File: src/sv/bmp565_pkg.sv
// ---------------------------------------------------------------------------
// bmp565_pkg
// Shared types and constants for the BMP 24-bit to RGB565 stream decoder.
// ---------------------------------------------------------------------------
package bmp565_pkg;

    // Largest accepted width or height magnitude
    localparam int unsigned MAX_DIM = 4096;
    localparam int unsigned DIM_W   = 13;
    localparam int unsigned ADDR_W  = 24;
    localparam int unsigned ROWB_W  = 15;

    localparam logic [15:0] SIG_WIN   = 16'h4D42;
    localparam logic [15:0] PLANES_1  = 16'd1;
    localparam logic [15:0] DEPTH_24  = 16'd24;
    localparam logic [31:0] COMPR_RAW = 32'd0;

    // Header byte positions at which a field completes
    localparam logic [31:0] IDX_SIG     = 32'd1;
    localparam logic [31:0] IDX_OFFSET  = 32'd13;
    localparam logic [31:0] IDX_WIDTH   = 32'd21;
    localparam logic [31:0] IDX_HEIGHT  = 32'd25;
    localparam logic [31:0] IDX_PLANES  = 32'd27;
    localparam logic [31:0] IDX_DEPTH   = 32'd29;
    localparam logic [31:0] IDX_COMPR   = 32'd33;
    // Pixel data never starts before this byte
    localparam logic [31:0] HDR_END     = 32'd34;

    localparam logic KIND_PIXEL = 1'b0;
    localparam logic KIND_ERROR = 1'b1;

    typedef enum logic [2:0] {
        PH_IDLE,
        PH_HEADER,
        PH_SKIP,
        PH_PIXELS,
        PH_DONE
    } phase_t;

    typedef enum logic [2:0] {
        ERR_SIGNATURE  = 3'd0,
        ERR_PLANES     = 3'd1,
        ERR_COMPRESSED = 3'd2,
        ERR_DEPTH      = 3'd3,
        ERR_SIZE       = 3'd4
    } err_t;

endpackage

File: src/sv/bmp24_to_rgb565_stream_decoder_unit.sv
// One byte of the BMP file is taken per cycle; the block accepts a byte in every cycle in which
// its result register is empty or being drained, so the sustained rate is one byte per clock.
// A result (a pixel on the third byte of each blue, green, red triplet, or an error) appears
// in the cycle after the byte that causes it, held in a single output register; in_stall is high
// only while that register is full and out_stall is high. Header parsing, offset skipping,
// row padding and bottom-up row order are tracked by counters, and the start address of the
// first stored row is precomputed by a registered 13x13 multiply while the header is read.
// ---------------------------------------------------------------------------
// bmp24_to_rgb565_stream_decoder_unit
// Parses a 24-bit BMP byte stream and emits RGB565 pixels with image addresses, or header errors.
// ---------------------------------------------------------------------------
module bmp24_to_rgb565_stream_decoder_unit
(
    input  logic        clk,
    input  logic        rst_n,
    input  logic        in_valid,
    output logic        in_stall,
    input  logic [7:0]  data_byte,
    input  logic        start_req,
    output logic        out_valid,
    input  logic        out_stall,
    output logic        kind,
    output logic [2:0]  error_code,
    output logic [15:0] pixel_565,
    output logic [23:0] pixel_address,
    output logic        last_pixel
);

    localparam int unsigned DW = bmp565_pkg::DIM_W;
    localparam int unsigned AW = bmp565_pkg::ADDR_W;
    localparam int unsigned RW = bmp565_pkg::ROWB_W;

    // control state
    bmp565_pkg::phase_t phase_reg, phase_next;
    logic [31:0]   byte_count_reg, byte_count_next;
    logic [31:0]   header_shift_reg, header_shift_next;
    logic [31:0]   pixel_start_reg, pixel_start_next;
    logic [DW-1:0] image_width_reg, image_width_next;
    logic [DW-1:0] image_height_reg, image_height_next;
    logic          top_down_reg, top_down_next;
    logic          planes_bad_reg, planes_bad_next;
    logic          depth_bad_reg, depth_bad_next;
    logic          size_bad_reg, size_bad_next;
    logic [DW-1:0] column_reg, column_next;
    logic [DW-1:0] row_reg, row_next;
    logic [RW-1:0] row_byte_reg, row_byte_next;
    logic [1:0]    sub_reg, sub_next;
    logic [AW-1:0] row_base_reg, row_base_next;
    logic          out_valid_reg;

    // payload and derived registers
    logic [7:0]    held_blue_reg, held_blue_next;
    logic [7:0]    held_green_reg, held_green_next;
    logic [DW-1:0] w_m1_reg;
    logic [DW-1:0] h_m1_reg;
    logic [RW-1:0] row_len3_reg;
    logic [RW-1:0] row_pad_reg;
    logic [AW-1:0] base_init_reg;
    logic          kind_reg;
    logic [2:0]    error_code_reg;
    logic [15:0]   pixel_565_reg;
    logic [23:0]   pixel_address_reg;
    logic          last_pixel_reg;

    // result of the current byte
    logic          emit;
    logic          kind_res;
    logic [2:0]    code_res;
    logic [15:0]   pix_res;
    logic [23:0]   addr_res;
    logic          last_res;

    logic               in_fire;
    bmp565_pkg::phase_t cur_phase;
    logic [31:0]        cur_count;
    logic [31:0]        cur_shift;
    logic [31:0]        shift_new;
    logic [31:0]        count_inc;
    logic               size_bad_cur;
    logic [31:0]        height_mag;
    logic               hdr_mode;
    logic               at_check;
    logic               sig_err;
    logic               chk_err;
    logic               hdr_zero;
    logic               hdr_skip;
    logic               begin_now;
    logic               in_row;
    logic               pix_emit;
    logic               is_last;
    logic               pix_done;
    logic [RW-1:0]      row_byte_inc;
    logic               row_wrap;
    logic [2*DW-1:0]    base_prod;

    assign in_fire      = in_valid && !in_stall;
    assign in_stall     = out_valid_reg && out_stall;

    // a start request restarts the parser on this very byte
    assign cur_phase    = start_req ? bmp565_pkg::PH_HEADER : phase_reg;
    assign cur_count    = start_req ? 32'd0 : byte_count_reg;
    assign cur_shift    = start_req ? 32'd0 : header_shift_reg;
    assign size_bad_cur = start_req ? 1'b0 : size_bad_reg;
    assign shift_new    = {data_byte, cur_shift[31:8]};
    assign count_inc    = cur_count + 32'd1;
    assign height_mag   = shift_new[31] ? (~shift_new + 32'd1) : shift_new;

    assign hdr_mode = (cur_phase == bmp565_pkg::PH_HEADER);
    assign at_check = hdr_mode && (cur_count == bmp565_pkg::IDX_COMPR);
    assign sig_err  = hdr_mode && (cur_count == bmp565_pkg::IDX_SIG)
                      && (shift_new[31:16] != bmp565_pkg::SIG_WIN);
    assign chk_err  = at_check && (planes_bad_reg || (shift_new != bmp565_pkg::COMPR_RAW)
                      || depth_bad_reg || size_bad_cur);
    assign hdr_zero = at_check && !chk_err
                      && ((image_width_reg == '0) || (image_height_reg == '0));
    assign hdr_skip = at_check && !chk_err && !hdr_zero
                      && (pixel_start_reg > bmp565_pkg::HDR_END);
    assign begin_now = (at_check && !chk_err && !hdr_zero && !hdr_skip)
                       || ((cur_phase == bmp565_pkg::PH_SKIP) && (count_inc == pixel_start_reg));

    assign in_row       = row_byte_reg < row_len3_reg;
    assign pix_emit     = (cur_phase == bmp565_pkg::PH_PIXELS) && in_row && (sub_reg == 2'd2);
    assign is_last      = (row_reg == h_m1_reg) && (column_reg == w_m1_reg);
    assign pix_done     = pix_emit && is_last;
    assign row_byte_inc = row_byte_reg + RW'(1);
    assign row_wrap     = row_byte_inc >= row_pad_reg;

    assign base_prod    = (2*DW)'(h_m1_reg) * (2*DW)'(image_width_reg);

    // next phase
    always_comb
    begin
        phase_next = phase_reg;
        if (in_fire)
        begin
            if (sig_err || chk_err || hdr_zero || pix_done)
                phase_next = bmp565_pkg::PH_DONE;
            else if (hdr_skip)
                phase_next = bmp565_pkg::PH_SKIP;
            else if (begin_now)
                phase_next = bmp565_pkg::PH_PIXELS;
            else if (start_req)
                phase_next = bmp565_pkg::PH_HEADER;
        end
    end

    // result of the current byte
    always_comb
    begin
        emit     = 1'b0;
        kind_res = bmp565_pkg::KIND_PIXEL;
        code_res = 3'd0;
        pix_res  = 16'd0;
        addr_res = 24'd0;
        last_res = 1'b0;
        if (sig_err)
        begin
            emit     = 1'b1;
            kind_res = bmp565_pkg::KIND_ERROR;
            code_res = bmp565_pkg::ERR_SIGNATURE;
        end
        else if (chk_err)
        begin
            emit     = 1'b1;
            kind_res = bmp565_pkg::KIND_ERROR;
            if (planes_bad_reg)
                code_res = bmp565_pkg::ERR_PLANES;
            else if (shift_new != bmp565_pkg::COMPR_RAW)
                code_res = bmp565_pkg::ERR_COMPRESSED;
            else if (depth_bad_reg)
                code_res = bmp565_pkg::ERR_DEPTH;
            else
                code_res = bmp565_pkg::ERR_SIZE;
        end
        else if (pix_emit)
        begin
            emit     = 1'b1;
            pix_res  = {data_byte[7:3], held_green_reg[7:2], held_blue_reg[7:3]};
            addr_res = row_base_reg + AW'(column_reg);
            last_res = is_last;
        end
    end

    // datapath and counters
    always_comb
    begin
        byte_count_next   = byte_count_reg;
        header_shift_next = header_shift_reg;
        pixel_start_next  = pixel_start_reg;
        image_width_next  = image_width_reg;
        image_height_next = image_height_reg;
        top_down_next     = top_down_reg;
        planes_bad_next   = planes_bad_reg;
        depth_bad_next    = depth_bad_reg;
        size_bad_next     = size_bad_reg;
        column_next       = column_reg;
        row_next          = row_reg;
        row_byte_next     = row_byte_reg;
        sub_next          = sub_reg;
        row_base_next     = row_base_reg;
        held_blue_next    = held_blue_reg;
        held_green_next   = held_green_reg;
        if (in_fire)
        begin
            if (start_req)
            begin
                pixel_start_next  = '0;
                image_width_next  = '0;
                image_height_next = '0;
                top_down_next     = 1'b0;
                planes_bad_next   = 1'b0;
                depth_bad_next    = 1'b0;
                size_bad_next     = 1'b0;
            end
            case (cur_phase)
                bmp565_pkg::PH_HEADER:
                begin
                    byte_count_next   = count_inc;
                    header_shift_next = shift_new;
                    if (cur_count == bmp565_pkg::IDX_OFFSET)
                        pixel_start_next = shift_new;
                    if (cur_count == bmp565_pkg::IDX_WIDTH)
                    begin
                        if (shift_new > 32'(bmp565_pkg::MAX_DIM))
                            size_bad_next = 1'b1;
                        else
                            image_width_next = shift_new[DW-1:0];
                    end
                    if (cur_count == bmp565_pkg::IDX_HEIGHT)
                    begin
                        top_down_next = shift_new[31];
                        if (height_mag > 32'(bmp565_pkg::MAX_DIM))
                            size_bad_next = 1'b1;
                        else
                            image_height_next = height_mag[DW-1:0];
                    end
                    if (cur_count == bmp565_pkg::IDX_PLANES)
                        planes_bad_next = shift_new[31:16] != bmp565_pkg::PLANES_1;
                    if (cur_count == bmp565_pkg::IDX_DEPTH)
                        depth_bad_next = shift_new[31:16] != bmp565_pkg::DEPTH_24;
                end
                bmp565_pkg::PH_SKIP:
                begin
                    byte_count_next = count_inc;
                end
                bmp565_pkg::PH_PIXELS:
                begin
                    byte_count_next = count_inc;
                    if (in_row)
                    begin
                        case (sub_reg)
                            2'd0:
                            begin
                                held_blue_next = data_byte;
                                sub_next       = 2'd1;
                            end
                            2'd1:
                            begin
                                held_green_next = data_byte;
                                sub_next        = 2'd2;
                            end
                            default:
                            begin
                                column_next = column_reg + DW'(1);
                                sub_next    = 2'd0;
                            end
                        endcase
                    end
                    // the final pixel ends the image; the row counters freeze
                    if (!pix_done)
                    begin
                        row_byte_next = row_byte_inc;
                        if (row_wrap)
                        begin
                            row_byte_next = '0;
                            column_next   = '0;
                            sub_next      = 2'd0;
                            row_next      = row_reg + DW'(1);
                            row_base_next = top_down_reg ? row_base_reg + AW'(image_width_reg)
                                                         : row_base_reg - AW'(image_width_reg);
                        end
                    end
                end
                default:
                begin
                    byte_count_next = byte_count_reg;
                end
            endcase
            if (begin_now)
            begin
                column_next   = '0;
                row_next      = '0;
                row_byte_next = '0;
                sub_next      = 2'd0;
                row_base_next = top_down_reg ? '0 : base_init_reg;
            end
        end
    end

    always_ff @(posedge clk or negedge rst_n)
    begin
        if (!rst_n)
        begin
            phase_reg        <= bmp565_pkg::PH_IDLE;
            byte_count_reg   <= '0;
            header_shift_reg <= '0;
            pixel_start_reg  <= '0;
            image_width_reg  <= '0;
            image_height_reg <= '0;
            top_down_reg     <= 1'b0;
            planes_bad_reg   <= 1'b0;
            depth_bad_reg    <= 1'b0;
            size_bad_reg     <= 1'b0;
            column_reg       <= '0;
            row_reg          <= '0;
            row_byte_reg     <= '0;
            sub_reg          <= 2'd0;
            row_base_reg     <= '0;
            out_valid_reg    <= 1'b0;
        end
        else
        begin
            phase_reg        <= phase_next;
            byte_count_reg   <= byte_count_next;
            header_shift_reg <= header_shift_next;
            pixel_start_reg  <= pixel_start_next;
            image_width_reg  <= image_width_next;
            image_height_reg <= image_height_next;
            top_down_reg     <= top_down_next;
            planes_bad_reg   <= planes_bad_next;
            depth_bad_reg    <= depth_bad_next;
            size_bad_reg     <= size_bad_next;
            column_reg       <= column_next;
            row_reg          <= row_next;
            row_byte_reg     <= row_byte_next;
            sub_reg          <= sub_next;
            row_base_reg     <= row_base_next;
            if (in_fire)
                out_valid_reg <= emit;
            else if (!out_stall)
                out_valid_reg <= 1'b0;
        end
    end

    // Row geometry is registered from the header sizes, row_pad_reg and base_init_reg from other
    // registered values; it is first read at the end of the header, after the sizes are complete.
    always_ff @(posedge clk)
    begin
        held_blue_reg  <= held_blue_next;
        held_green_reg <= held_green_next;
        w_m1_reg       <= image_width_reg - DW'(1);
        h_m1_reg       <= image_height_reg - DW'(1);
        row_len3_reg   <= {image_width_reg, 1'b0} + RW'(image_width_reg);
        row_pad_reg    <= (row_len3_reg + RW'(3)) & ~RW'(3);
        base_init_reg  <= base_prod[AW-1:0];
        if (in_fire && emit)
        begin
            kind_reg          <= kind_res;
            error_code_reg    <= code_res;
            pixel_565_reg     <= pix_res;
            pixel_address_reg <= addr_res;
            last_pixel_reg    <= last_res;
        end
    end

    assign out_valid     = out_valid_reg;
    assign kind          = kind_reg;
    assign error_code    = error_code_reg;
    assign pixel_565     = pixel_565_reg;
    assign pixel_address = pixel_address_reg;
    assign last_pixel    = last_pixel_reg;

    a_err_stops: assert property (@(posedge clk) disable iff (!rst_n)
        in_fire && emit && (kind_res == bmp565_pkg::KIND_ERROR)
        |=> phase_reg == bmp565_pkg::PH_DONE)
        else $error("error result did not stop the parser");

    a_last_stops: assert property (@(posedge clk) disable iff (!rst_n)
        in_fire && emit && last_res |=> phase_reg == bmp565_pkg::PH_DONE)
        else $error("last pixel did not end the image");

    a_column_range: assert property (@(posedge clk) disable iff (!rst_n)
        phase_reg == bmp565_pkg::PH_PIXELS |-> column_reg <= image_width_reg)
        else $error("column ran past the image width");

    a_stall_full: assert property (@(posedge clk) disable iff (!rst_n)
        in_stall |-> out_valid_reg)
        else $error("input stalled with an empty result register");

endmodule

File: config.mk
export PLATFORM = sky130hd
export DESIGN_NAME = bmp24_to_rgb565_stream_decoder_unit
export DESIGN_NICKNAME = d
export VERILOG_FILES = /design/src/sv/bmp565_pkg.sv /design/src/sv/bmp24_to_rgb565_stream_decoder_unit.sv
export SDC_FILE = /design/constraint.sdc
export NUM_CORES = 1
export LEC_CHECK = 0
export CORE_MARGIN = 2
export CORE_UTILIZATION = 52
export DETAILED_ROUTE_END_ITERATION = 8
export DONT_BUFFER_PORTS = 1
export HOLD_SLACK_MARGIN = 0.03
export PLACE_DENSITY = 0.68
export SYNTH_ARGS = -nofsm -noshare
export SYNTH_HDL_FRONTEND = slang
export SYNTH_SLANG_ARGS = --single-unit
File: constraint.sdc
create_clock -name clk -period 6.3 [get_ports clk]
set_input_delay 0.63 -clock clk [delete_from_list [all_inputs] [get_ports clk]]
set_output_delay 0.63 -clock clk [all_outputs]
set_load 0.03 [all_outputs]
# Word level (Yosys, flattened, before mapping)
# Index checks and enable logic that the tools add are counted.
[totals]
register_bits = 336
elab_cells = 187
[op_classes]
n_addsub = 12
multipliers = 1
n_lt_le_gt_ge = 5
eq_ne = 20
n_mux = 68
bitwise = 3
reduce_logical = 48
[ops]
columns = ["op", "count"]
rows = [
  ["13-bit 2-to-1 mux", 18],
  ["32-bit 2-to-1 mux", 6],
  ["24-bit 2-to-1 mux", 6],
  ["32-bit by 5-bit equality test with 1-bit output, second input constant", 4],
  ["32-bit by 1-bit adder with 32-bit output, second input constant", 2],
  ["32-bit by 13-bit > comparator with 1-bit output, second input constant", 2],
  ["15-bit 2-to-1 mux", 4],
  ["24-bit by 13-bit adder with 24-bit output", 2],
  ["32-bit by 1-bit equality test with 1-bit output, second input constant", 1],
  ["32-bit equality test", 1],
  ["32-bit by 4-bit equality test with 1-bit output, second input constant", 1],
  ["32-bit by 6-bit equality test with 1-bit output, second input constant", 1],
  ["32-bit by 6-bit > comparator with 1-bit output, second input constant", 1],
  ["32-bit NOT", 1],
  ["32-bit nonzero test", 1],
  ["13-bit by 1-bit adder with 13-bit output, second input constant", 2],
  ["13-bit equality test", 2],
  ["13-bit logical NOT", 2],
  ["13-bit by 1-bit subtractor with 13-bit output, second input constant", 2],
  ["13-bit by 13-bit multiplier with 24-bit output", 1],
  ["24-bit by 13-bit subtractor with 24-bit output", 1],
  ["1-bit 2-to-1 mux", 22],
  ["1-bit logical AND", 17],
  ["16-bit by 1-bit inequality test with 1-bit output, second input constant", 1],
  ["other kinds (27)", 56],
]

# Logic depth before layout (Yosys ltp)
# Gate-level depths: netlist of the first run.
[logic_depth]
word_depth = 18
depth_mapped = 23

# Least setup slack after synthesis of the first run
# No wires, ideal clock.
[synth_path]
kind = "input -> register"
from = "in start_req"
to = "reg error_code_reg[0], in the netlist error_code[0] (enable)"
setup_ps = 447
t_arrival_ps = 5293
t_required_ps = 5853
slack_ps = 560
cell_stages = 16
cell_sequence = "buf_2 > buf_2 > buf_2 > buf_1 > buf_2 > clkbuf_1 > clkbuf_1 > clkbuf_1 > nor2b_1 > ha_1 > o21ai_0 > or4_1 > clkbuf_1 > o2bb2ai_1 > nor2_1 > nor2_1"
[synth_via]
elab_chain_len = 9
[synth_lines]
columns = ["element", "line", "text"]
rows = [
  ["start, declared", "bmp24_to_rgb565_stream_decoder_unit.sv:19", "input logic start_req,"],
  ["32-bit 2-to-1 mux", "bmp24_to_rgb565_stream_decoder_unit.sv:102", "assign cur_shift = start_req ? 32'd0 : header_shift_reg;"],
  ["32-bit nonzero test", "bmp24_to_rgb565_stream_decoder_unit.sv:112", "assign chk_err = at_check && (planes_bad_reg || (shift_new != bmp565_pkg::COMPR_RAW)"],
  ["1-bit logical OR", "bmp24_to_rgb565_stream_decoder_unit.sv:112", ""],
  ["1-bit logical OR (2 in a row)", "bmp24_to_rgb565_stream_decoder_unit.sv:113", "|| depth_bad_reg || size_bad_cur);"],
  ["1-bit logical AND", "bmp24_to_rgb565_stream_decoder_unit.sv:112", ""],
  ["1-bit 2-to-1 mux", "bmp24_to_rgb565_stream_decoder_unit.sv:162", "else if (chk_err)"],
  ["1-bit 2-to-1 mux (*)", "bmp24_to_rgb565_stream_decoder_unit.sv:156", "if (sig_err)"],
  ["1-bit logical AND (*)", "bmp24_to_rgb565_stream_decoder_unit.sv:356", "if (in_fire && emit)"],
  ["end signal, assigned", "bmp24_to_rgb565_stream_decoder_unit.sv:359", "error_code_reg <= code_res;"],
  ["end, declared", "bmp24_to_rgb565_stream_decoder_unit.sv:60", "logic [2:0] error_code_reg;"],
]
# Mark *: on every way between the ends. The rest lies on a longest branch, timed or not.
# A chain may end at the register's enable or synchronous reset.

# Worst setup path in the final report of the first run
[layout_path]
from = "reg image_width_reg[2]"
to = "reg base_init_reg[23]"
[layout_via]
elab_chain_len = 1
[layout_lines]
columns = ["element", "line", "text"]
rows = [
  ["start, declared", "bmp24_to_rgb565_stream_decoder_unit.sv:38", "logic [DW-1:0] image_width_reg, image_width_next;"],
  ["start signal, assigned", "bmp24_to_rgb565_stream_decoder_unit.sv:327", "image_width_reg <= image_width_next;"],
  ["13-bit by 13-bit multiplier with 24-bit output", "bmp24_to_rgb565_stream_decoder_unit.sv:128", "assign base_prod = (2*DW)'(h_m1_reg) * (2*DW)'(image_width_reg);"],
  ["net base_prod[23]", "bmp24_to_rgb565_stream_decoder_unit.sv:94", "logic [2*DW-1:0] base_prod;"],
  ["end signal, assigned", "bmp24_to_rgb565_stream_decoder_unit.sv:355", "base_init_reg <= base_prod[AW-1:0];"],
  ["end, declared", "bmp24_to_rgb565_stream_decoder_unit.sv:58", "logic [AW-1:0] base_init_reg;"],
]
# The timed path passes the listed nets, and every way through them passes these cells.

==> results of run 1 <==
## synthesized netlist by cell type (57+ instances only)
| master | count | area share [%] |
|---|---|---|
| nand3_1 | 89 | 1.8 |
| a21oi_1 | 116 | 2.3 |
| ha_1 | 159 | 8.0 |
| clkbuf_1 | 114 | 1.7 |
| inv_1 | 257 | 3.9 |
| o21ai_0 | 174 | 3.5 |
| nor2_1 | 195 | 2.9 |
| xnor2_1 | 129 | 4.5 |
| fa_1 | 123 | 9.9 |
| nor3_1 | 75 | 1.5 |
| dfxtp_1 | 78 | 6.3 |
| and3_1 | 57 | 1.4 |
| nand2_1 | 267 | 4.0 |
| xor2_1 | 77 | 2.7 |
| dfrtp_1 | 189 | 19 |
| and2_1 | 107 | 2.7 |
## how the worst min path moves through the flow
stage / depth (start not counted) / end / slack (ns)
floorplan: 0 / byte_count_reg[0]$_DFFE_PN0P_ / 0.33
global placement: 0 / byte_count_reg[31]$_DFFE_PN0P_ / 0.35
detailed placement: 0 / byte_count_reg[31]$_DFFE_PN0P_ / 0.34
CTS: 1 / byte_count_reg[27]$_DFFE_PN0P_ / 0.10
global route: 1 / byte_count_reg[24]$_DFFE_PN0P_ / 0.12
finish: 1 / byte_count_reg[31]$_DFFE_PN0P_ / 0.006
## final cells by class
| class | count | area (um2) | area share, % |
|---|---|---|---|
| clock buffer | 55 | 1150 | 4.33 |
| clock inverter | 18 | 213 | 0.800 |
| inverter | 260 | 976 | 3.67 |
| multi-input combinational | 2084 | 15300 | 57.5 |
| sequential | 323 | 7970 | 30.0 |
| tap | 615 | 769 | 2.89 |
| timing repair buffer | 26 | 228 | 0.857 |
## per-layer routing
metal / vias to the layer above / share of wire (%) / track usage (%)
met2: 630 / 48 / 44.9
met3: 116 / 5.5 / 3.11
met4: 0 / 2.9 / 8.83
met1: 9876 / 44 / 35.8
li1: 9526 / - / -
met5: - / 0 / 0
## logic make-up (layout without fill, tap and decap cells)
| group | after synthesis | after routing | synth area share (%) |
|---|---|---|---|
| simple gates | 1001 | 1001 | 20.2 |
| compound gates | 555 | 555 | 14.2 |
| buf+inv | 413 | 359 | 6.64 |
| mux | 40 | 40 | 1.71 |
| xor+xnor | 206 | 206 | 7.25 |
| flops | 323 | 323 | 32.1 |
| fa+ha+maj | 282 | 282 | 17.9 |
## power by group through the flow
stage / clock network [W] / logic (W) / registers (W)
floorplan: 0 / 0.000455 / 0.00228
global placement: 0 / 0.000486 / 0.00237
detailed placement: 0 / 0.000495 / 0.00237
CTS: 0.00241 / 0.000525 / 0.00233
global route: 0.00250 / 0.000590 / 0.00234
finish: 0.00237 / 0.000529 / 0.00233
## stage by stage
stage / area (um2) / power (W) / utilization (%)
2_1_floorplan: 24900 / 0.00274 / -
3_3_place_gp: 25200 / 0.00285 / 53.1
3_5_place_dp: 25200 / 0.00287 / 53.1
4_1_cts: 26600 / 0.00526 / 56.0
5_1_grt: 26600 / 0.00543 / 56.0
6_report: 26600 / 0.00524 / 56.0
## worst register-to-register path, cell delays in order, from the launching register on
cell and delay (ns):
dfrtp_1 0.57, and2_1 0.28, fa_1 0.51, inv_1 0.06
fa_1 0.54, inv_1 0.05, fa_1 0.50, inv_1 0.05
fa_1 0.46, fa_1 0.55, inv_1 0.04, ha_1 0.34
nand2_1 0.08, o21ai_0 0.14, o211ai_1 0.38, a31oi_1 0.18
a41oi_1 0.29, a21oi_1 0.13, a21o_1 0.19, a21oi_1 0.18
xnor2_1 0.08
==> implementation parameters, run 1 <==
Parameter                              Value

Timing
  Worst hold margin    0.00600 ns
  Post-route fraction of the period consumed by the critical path    90.9%
  Final Critical Period    5.73 ns
  Final Hold Fails    0
  Number of slew-limit violations in the final report    0
  Post-route clock skew    0.0495 ns
  Final Setup Violations    0
  Setup repair after global routing missed its margin    no
  Worst-margin pin slew    1.19 ns
  Max Fclk    0.175 GHz
  Worst-case headroom to the max-slew limit    19.6%
  Final Worst Setup Slack    0.575 ns
  Setup Total Neg Slack    0 ns

Clocking
  Total number of clock tree sinks    323
  Root Driver    clkbuf_16
  Number of post-CTS setup repair buffers    0
  TritonCTS clock tree    built
  H-tree levels    2
  Post-CTS Hold Fix Bufs    1
  Worst skew pair latency    0.59 ns
  Clock transition time at the flip-flop clock pins of the worst setup and hold paths    0.07 ns
  Total of cells resized after clock tree synthesis    0
  Longest Clk Path Bufs    3
  Inserted Clock Buffers    40

Critical path
  Critical R2R Launch    image_width_reg[2]$_DFFE_PN0P_
  Crit path launch    image_width_reg[2]$_DFFE_PN0P_
  Logic depth of the worst path, buffers included    20
  CP arrival    6.18 ns
  Maximum fanout along the worst path    18
  R2r worst-path depth    20
  Most repeated library cell on the critical path    fa_1
  Crit path buffers/inverters    4
  Top delay family on crit path    adder cells
  Maximum cell stage delay along the critical path    0.57 ns
  Element type at the critical path start    register
  Reg-to-Reg End    base_init_reg[23]$_DFF_P_
  Req. time, crit path    6.76 ns
  Sequence of cells on the critical path    and2_1 -> fa_1 -> inv_1 -> fa_1 -> inv_1 -> fa_1 -> inv_1 -> fa_1 -> fa_1 -> inv_1 -> ha_1 -> nand2_1 -> o21ai_0 -> o211ai_1 -> a31oi_1 -> a41oi_1 -> a21oi_1 -> a21o_1 -> a21oi_1 -> xnor2_1
  Cell with the biggest individual delay on the critical path    dfrtp_1
  Category of the critical setup timing path    reg -> reg
  Worst Setup End Kind    register
  Register-to-Register Setup Slack    0.57 ns
  Destination of the critical timing path    base_init_reg[23]$_DFF_P_

Global route
  Leftover overflow at the end of global routing    0
  Vias in the first global route    19.8k
  Maximum number of pins on one net before global-route repair    190
  Global-route wire length before repair    106000 um
  Antenna violations before repair    1
  GRT Overall Usage    26.7%

Job
  Reported max-cap violation count    0

Yosys
  Net Count, Synth    3115
  Asr flop ratio synth    58.5%
  Synth warn    0
  Flops & latches, synth    323
  Number of synthesized flops with an enable pin    56
  Average cell area after synthesis    8.82 um2
  Share of the yosys chip area belonging to registers    32.1%
  Unique masters post-synth    81
  Post-synthesis cell count    2820
  Ys flop type    dfrtp_1
  Mapped cell area    0.0249 mm2

Layout
  Number of standard cells in the final layout excluding fillers    3381
  Most common library cell in the layout ignoring fill and taps    nand2_1
  Commonest cells after routing, fill and taps aside    267 x nand2_1, 257 x inv_1, 193 x nor2_1
  Total Nets Final    3030
  Proportion of layout cells with a drive suffix above 1    4.70%
  Number of fillers in the final layout    4162
  Inserted Diodes    0
  Area growth from synthesis to final layout    6.88%

Power
  Worst ir drop on vdd    0.000192 V
  Leak    11.9 nW
  Part of the power in combinational logic    10.1%
  Reported net switching power    0.00147 W
  Internal Power    0.00377 W
  Part of the total power dissipated in the clock network    45.3%
  Power per Cell Area    197 mW/mm2
  Power share of the sequential group    44.6%
  Net Sw Frac    28.0%

Detailed routing
  DR iter-0 viols    1650
  Detailed-route wire length per cell    19.3 um
  Number of detailed-route iterations in the first pass    5
  WL final    65200 um
  Via count of the routed design    20.1k
  Via density    5.96
  Detailed-route DRC error count    0
  Residual antenna-violating net count after detailed routing    0

Die
  Total core area    0.0474 mm2
  Effective utilization at floorplan    52.4%
  Die X-Extent    223 um
  Top Ports    60
  Die ar.    0.0496 mm2
  Site Rows    80
  Die outline height    223 um

Run status
  Run status    finished, final reports clean

Placement
  Count of input and output buffers    0
  Placed Cells    3307
  Post-place setup slack    0.615 ns
  Routability congestion estimate from global placement    0.898
  Total half-perimeter wirelength after legalization and detailed placement    48300 um

Worst hold path
  Class of the most critical hold timing path    in -> async
Power figures use the tool's default switching activity.
==> inputs of run 2 (changes only) <==
--- a/config.mk
+++ b/config.mk
@@ -5,6 +5,7 @@
 export SDC_FILE = /design/constraint.sdc
 export NUM_CORES = 1
 export LEC_CHECK = 0
+export ABC_AREA = 1
 export CORE_MARGIN = 2
 export CORE_UTILIZATION = 52
 export DETAILED_ROUTE_END_ITERATION = 8
==> run 2 against run 1 <==
The run now ends with negative hold slack left. Critical endpoint is now base_init_reg[21]$_DFF_P_. Sequential power is essentially flat. Register-to-register slack improved by 0.15 ns. Critical path depth is 1 higher. Final cell count up 28%. Largest power group is now registers. Clock skew shrank 0.027 ns. Sequential share of layout area fell by 1.7 points. Worst hold slack worse by 0.095 ns. Critical path type unchanged.
==> implementation parameters, run 2 <==
Parameter                              Value

Critical path
  Category of the critical setup timing path    reg -> reg
  Critical R2R Launch    image_width_reg[3]$_DFFE_PN0P_
  Worst Setup End Kind    register
  Req. time, crit path    6.80 ns
  Reg-to-Reg End    base_init_reg[21]$_DFF_P_
  Element type at the critical path start    register
  R2r worst-path depth    21
  CP arrival    6.07 ns
  Register-to-Register Setup Slack    0.73 ns
  Maximum fanout along the worst path    17

Detailed routing
  Detailed-route DRC error count    0
  DR iter-0 viols    2246
  Number of detailed-route iterations in the first pass    6
  Detailed-route wire length per cell    16.7 um
  WL final    72500 um
  Via density    5.40
  Via count of the routed design    23.4k
  Residual antenna-violating net count after detailed routing    0

Global route
  Global-route wire length before repair    118000 um
  GRT Overall Usage    28.0%
  Leftover overflow at the end of global routing    0
  Maximum number of pins on one net before global-route repair    190
  Vias in the first global route    22.0k
  Antenna violations before repair    1

Timing
  Setup repair after global routing missed its margin    no
  Max Fclk    0.179 GHz
  Final Setup Violations    0
  Worst-case headroom to the max-slew limit    6.35%
  Post-route fraction of the period consumed by the critical path    88.5%
  Worst hold margin    -0.0890 ns
  Post-route clock skew    0.0226 ns
  Final Critical Period    5.57 ns
  Setup Total Neg Slack    0 ns
  Worst-margin pin slew    1.40 ns
  Final Hold Fails    10
  Number of slew-limit violations in the final report    0

Yosys
  Post-synthesis cell count    3698
  Area share of the largest cell type after synthesis    17.8%
  Unique masters post-synth    55
  Share of the yosys chip area belonging to registers    30.0%
  Mapped cell area    0.0266 mm2
  Top cell type by total area after synthesis    dfrtp_1
  Top cell types by occurrence after synthesis    986 x nand2_1, 584 x inv_1, 310 x nor2_1
  Largest cells by area after synthesis    dfrtp_1 18%, nand2_1 14%, fa_1 9.3%
  Synth warn    0
  Number of synthesized flops with an enable pin    56
  Asr flop ratio synth    58.5%
  Most common cell in the netlist    nand2_1
  Ys flop type    dfrtp_1
  Flops & latches, synth    323
  Net Count, Synth    3993
  Average cell area after synthesis    7.18 um2

Worst hold path
  Class of the most critical hold timing path    in -> async

Placement
  Cell Area, Placed    0.0270 mm2
  Routability congestion estimate from global placement    0.974
  Count of input and output buffers    0
  Total half-perimeter wirelength after legalization and detailed placement    55800 um

Clocking
  Clock transition time at the flip-flop clock pins of the worst setup and hold paths    0.06 ns
  Number of post-CTS setup repair buffers    0
  Root Driver    clkbuf_16
  H-tree levels    2
  TritonCTS clock tree    built
  Inserted Clock Buffers    38
  Longest Clk Path Bufs    3
  Worst skew pair latency    0.57 ns
  Total number of clock tree sinks    323

Run status
  Violated checks    negative hold slack
  Run status    finished with violations

Die
  Site Rows    82
  Die ar.    0.0529 mm2
  Top Ports    60
  Die outline height    230 um
  Total core area    0.0503 mm2
  Effective utilization at floorplan    52.8%
  Die X-Extent    230 um

Layout
  Area growth from synthesis to final layout    6.30%
  Number of fillers in the final layout    4784
  Commonest cells after routing, fill and taps aside    986 x nand2_1, 582 x inv_1, 310 x nor2_1
  Final core utilization    56.1%
  Post-route standard cell area excluding fillers    0.0282 mm2
  Most common library cell in the layout ignoring fill and taps    nand2_1
  Total Nets Final    3925
  Inserted Diodes    0
  Proportion of layout cells with a drive suffix above 1    3.31%

Power
  Leak    14.7 nW
  Power per Cell Area    191 mW/mm2
  Worst ir drop on vdd    0.000144 V

Job
  Reported max-cap violation count    0
==> run 2: cell count changes in the layout (fill, tap and decap cells not counted), sizes merged, moves of 28 or more <==
cell,previous run,this run
inv,261,591
and2,107,2
nor3,75,47
nor2b,40,0
xor2,77,125
nand2,267,992
nand2b,30,0
nand4,24,59
and3,57,1
nand3,89,238
xnor2,129,40
o211ai,12,40
nor2,195,322
o21ai,177,265
==> run 2: critical path, stage by stage (launching register included) <==
cell and delay [ns]:
dfrtp_1 0.63, nand2_1 0.16, inv_1 0.07, fa_1 0.53, inv_1 0.05, fa_1 0.52
inv_1 0.05, fa_1 0.48, fa_1 0.49, inv_1 0.05, fa_1 0.53, inv_1 0.04
ha_1 0.34, nand2_1 0.08, o21ai_0 0.29, nand2_1 0.09, o211ai_1 0.13, a31oi_1 0.10
o21ai_0 0.29, a21oi_1 0.15, o21ai_0 0.24, xor2_1 0.16
==> run 2: per-stage QoR <==
| stage | power, W | setup WS [ns] | std cells | hold WS [ns] |
|---|---|---|---|---|
| 5_1_grt | 0.00565 | 0.329 | 4331 | 0.135 |
| 4_1_cts | 0.00542 | 0.756 | 4331 | 0.126 |
| 3_5_place_dp | 0.00331 | 0.782 | 4261 | 0.349 |
| 3_3_place_gp | 0.00330 | 0.911 | 4261 | 0.349 |
| 6_report | 0.00540 | 0.726 | 4331 | -0.0890 |
| 2_1_floorplan | 0.00307 | 1.01 | 3698 | 0.334 |
==> run 2: worst max-delay path by stage <==
stage	from	to	slack [ns]
floorplan	image_width_reg[12]$_DFFE_PN0P_	base_init_reg[21]$_DFF_P_	1.01
detailed placement	image_width_reg[8]$_DFFE_PN0P_	base_init_reg[21]$_DFF_P_	0.78
CTS	image_width_reg[8]$_DFFE_PN0P_	base_init_reg[21]$_DFF_P_	0.76
finish	image_width_reg[3]$_DFFE_PN0P_	base_init_reg[21]$_DFF_P_	0.73
global placement	image_width_reg[8]$_DFFE_PN0P_	base_init_reg[21]$_DFF_P_	0.91
global route	image_width_reg[8]$_DFFE_PN0P_	base_init_reg[21]$_DFF_P_	0.33
==> run 2: cell type report <==
class / count / area, um2 / share of cell area [%]
well taps: 672 / 841 / 2.98
inverters: 593 / 2230 / 7.89
clock buffers: 51 / 1020 / 3.61
repair buffers: 26 / 215 / 0.763
multi-input cells: 2648 / 15800 / 56.0
clock inverters: 18 / 151 / 0.536
flip-flops and latches: 323 / 7970 / 28.2
==> run 2: logic make-up (layout without fill, tap and decap cells) <==
family,after synthesis,count (layout),synth area share (%)
AND/OR/NAND/NOR,1707,1707,27.0
buffers and inverters,727,688,10.5
AO/OA/AOI/OAI,494,494,10.2
flip-flops,323,323,30.0
adder cells (fa/ha/maj),282,282,16.8
XOR/XNOR,165,165,5.44
==> run 2: routing by layer <==
metal,GRT usage (%),vias up,share of wire (%)
met5,0,-,0.012
met4,7.58,2,2.4
met1,40.7,10900,47
met3,4.70,106,7.4
met2,43.0,766,43
li1,-,11600,-
==> run 2: what timing repair did <==
item / in CTS / in global routing
hold buffers: 1 / 0
hold endpoints to repair: 189 / 0
resized for setup: 0 / 0
==> run 2: report_power, final <==
part / internal [W] / switching [W]
sequential: 0.00222 / 0.000134
combinational: 0.000304 / 0.000662
clock: 0.00116 / 0.000928
total: 0.00368 / 0.00172
==> inputs of run 3 (changes only) <==
--- a/config.mk
+++ b/config.mk
@@ -7,11 +7,11 @@
 export LEC_CHECK = 0
 export ABC_AREA = 1
 export CORE_MARGIN = 2
-export CORE_UTILIZATION = 52
+export CORE_UTILIZATION = 45
 export DETAILED_ROUTE_END_ITERATION = 8
 export DONT_BUFFER_PORTS = 1
 export HOLD_SLACK_MARGIN = 0.03
-export PLACE_DENSITY = 0.68
+export PLACE_DENSITY = 0.61
 export SYNTH_ARGS = -nofsm -noshare
 export SYNTH_HDL_FRONTEND = slang
 export SYNTH_SLANG_ARGS = --single-unit
==> run 3 against run 2 <==
The flow now finishes without violations. Sequential share of layout area down 0.29 points. Routed wire length up 5.3%. Flip-flop and latch count unchanged. Worst setup slack better by 0.044 ns. Sequential power about the same. Cell area up 1.0%. Clock power up 14%. Die area up 15%. Utilization down 7.6 points. Clock-buffer cell count down 1. Critical path type unchanged.
==> implementation parameters, run 3 (synthesized netlist as in run 2, its figures left out) <==
Parameter                              Value

Placement
  Count of input and output buffers    0
  Cell Area, Placed    0.0271 mm2
  Routability congestion estimate from global placement    0.928
  Placed Cells    4359
  Total half-perimeter wirelength after legalization and detailed placement    57700 um

Clocking
  H-tree levels    2
  Inserted Clock Buffers    41
  Root Driver    clkbuf_16
  TritonCTS clock tree    built
  Total number of clock tree sinks    323
  Worst skew pair latency    0.59 ns
  Longest Clk Path Bufs    3
  Clock transition time at the flip-flop clock pins of the worst setup and hold paths    0.06 ns

Critical path
  Element type at the critical path start    register
  Req. time, crit path    6.74 ns
  Worst Setup End Kind    register
  Reg-to-Reg End    base_init_reg[21]$_DFF_P_
  CP arrival    5.97 ns
  Category of the critical setup timing path    reg -> reg
  Critical R2R Launch    image_width_reg[3]$_DFFE_PN0P_
  Crit path launch    image_width_reg[3]$_DFFE_PN0P_
  Maximum fanout along the worst path    17
  R2r worst-path depth    21
  Register-to-Register Setup Slack    0.77 ns
  Destination of the critical timing path    base_init_reg[21]$_DFF_P_

Job
  Reported max-cap violation count    0

Layout
  Commonest cells after routing, fill and taps aside    986 x nand2_1, 582 x inv_1, 310 x nor2_1
  Final core utilization    48.6%
  Most common library cell in the layout ignoring fill and taps    nand2_1
  Number of fillers in the final layout    5865
  Total area of sequential cells    0.00797 mm2
  Area occupied by multi-input gates    0.0158 mm2
  Number of standard cells in the final layout excluding fillers    4436
  Area growth from synthesis to final layout    7.38%
  Inserted Diodes    0
  Proportion of layout cells with a drive suffix above 1    3.60%
  Post-route standard cell area excluding fillers    0.0285 mm2
  Total Nets Final    3925

Detailed routing
  WL final    76300 um
  DR iter-0 viols    2168
  Detailed-route wire length per cell    17.2 um
  Number of detailed-route iterations in the first pass    7
  Residual antenna-violating net count after detailed routing    0
  Detailed-route DRC error count    0
  Via count of the routed design    23.5k
  Via density    5.30

Global route
  Vias in the first global route    22.1k
  Antenna violations before repair    0
  Maximum number of pins on one net before global-route repair    190
  Met1 track utilization from global routing    36.2%
  Met2 Resource Use GR    40.6%
  Leftover overflow at the end of global routing    0
  GRT Overall Usage    25.4%
  Global route hottest layer    met2
  Global-route wire length before repair    122000 um
  Fraction of met3 tracks used by global routing    4.22%

Die
  Top Ports    60
  Die X-Extent    247 um
  Total core area    0.0587 mm2
  Die ar.    0.0610 mm2
  Site Rows    89
  Die outline height    247 um
  Effective utilization at floorplan    45.2%

Timing
  Max Fclk    0.181 GHz
  Worst-margin pin slew    1.10 ns
  Number of slew-limit violations in the final report    0
  Final Critical Period    5.53 ns
  Final Setup Violations    0
  Worst-case headroom to the max-slew limit    26.7%
  Final Hold Fails    0
  Post-route clock skew    0.0250 ns
  Setup repair after global routing missed its margin    no
  Post-route fraction of the period consumed by the critical path    87.8%
  Setup Total Neg Slack    0 ns

Worst hold path
  Class of the most critical hold timing path    in -> async

Power
  Worst ir drop on vdd    0.000189 V
  Power per Cell Area    200 mW/mm2
  Leak    14.8 nW

Run status
  Run status    finished, final reports clean
-- run 3: critical path, cell delays in order (launching register included) --
cell,delay [ns]
dfrtp_1,0.61
nand2_1,0.16
inv_1,0.07
fa_1,0.53
inv_1,0.05
fa_1,0.52
inv_1,0.05
fa_1,0.49
inv_1,0.05
fa_1,0.46
fa_1,0.54
inv_1,0.04
ha_1,0.35
a21oi_1,0.21
o21ai_0,0.15
nand2_1,0.09
o211ai_1,0.10
a31oi_1,0.24
o21ai_0,0.16
a21oi_1,0.22
o21ai_0,0.13
xor2_1,0.17
-- run 3: final cells by class --
cell class                 count  share of cell area, %
clock buffer                  50                   3.82
tap                          773                   3.39
inverter                     593                   7.81
multi-input combinational   2648                   55.4
clock inverter                26                  0.865
sequential                   323                   28.0
timing repair buffer          23                  0.720
-- run 3: stage by stage --
step,power [W],setup slack (ns),hold slack [ns]
final,0.00569,0.770,0.0930
after global routing,0.00597,0.252,0.131
after CTS,0.00573,0.754,0.125
after detailed placement,0.00332,0.776,0.349
after global placement,0.00331,0.929,0.347
after floorplan,0.00307,1.01,0.334
-- run 3: layer usage --
layer  vias up  share of wire [%]
li1      11600                  -
met1     11100                 46
met2       726                 45
met3        86                6.8
met4         0                1.6
met5         -                  0
-- run 3: worst min path at each step --
stage                             from                            end  slack, ns  depth (start not counted)
after global placement           rst_n    row_byte_reg[9]$_DFFE_PN0P_       0.35                          0
after CTS                 data_byte[5]     held_blue_reg[5]$_DFFE_PP_       0.12                          0
after global routing      data_byte[5]     held_blue_reg[5]$_DFFE_PP_       0.13                          0
after detailed placement         rst_n    row_byte_reg[9]$_DFFE_PN0P_       0.35                          0
final                            rst_n      column_reg[2]$_DFFE_PN0P_       0.09                          1
after floorplan                  rst_n  byte_count_reg[0]$_DFFE_PN0P_       0.33                          0
-- run 3: repair_timing --
item,in CTS,in global routing
setup buffers,0,0
gates resized for setup,0,0
hold buffers,1,0
hold endpoints to repair,189,0
-- run 3: power breakdown --
group	internal, W	leakage, nW	switching (W)
combinational	0.000304	10.3	0.000665
clock	0.00137	0.649	0.00100
sequential	0.00222	3.80	0.000138
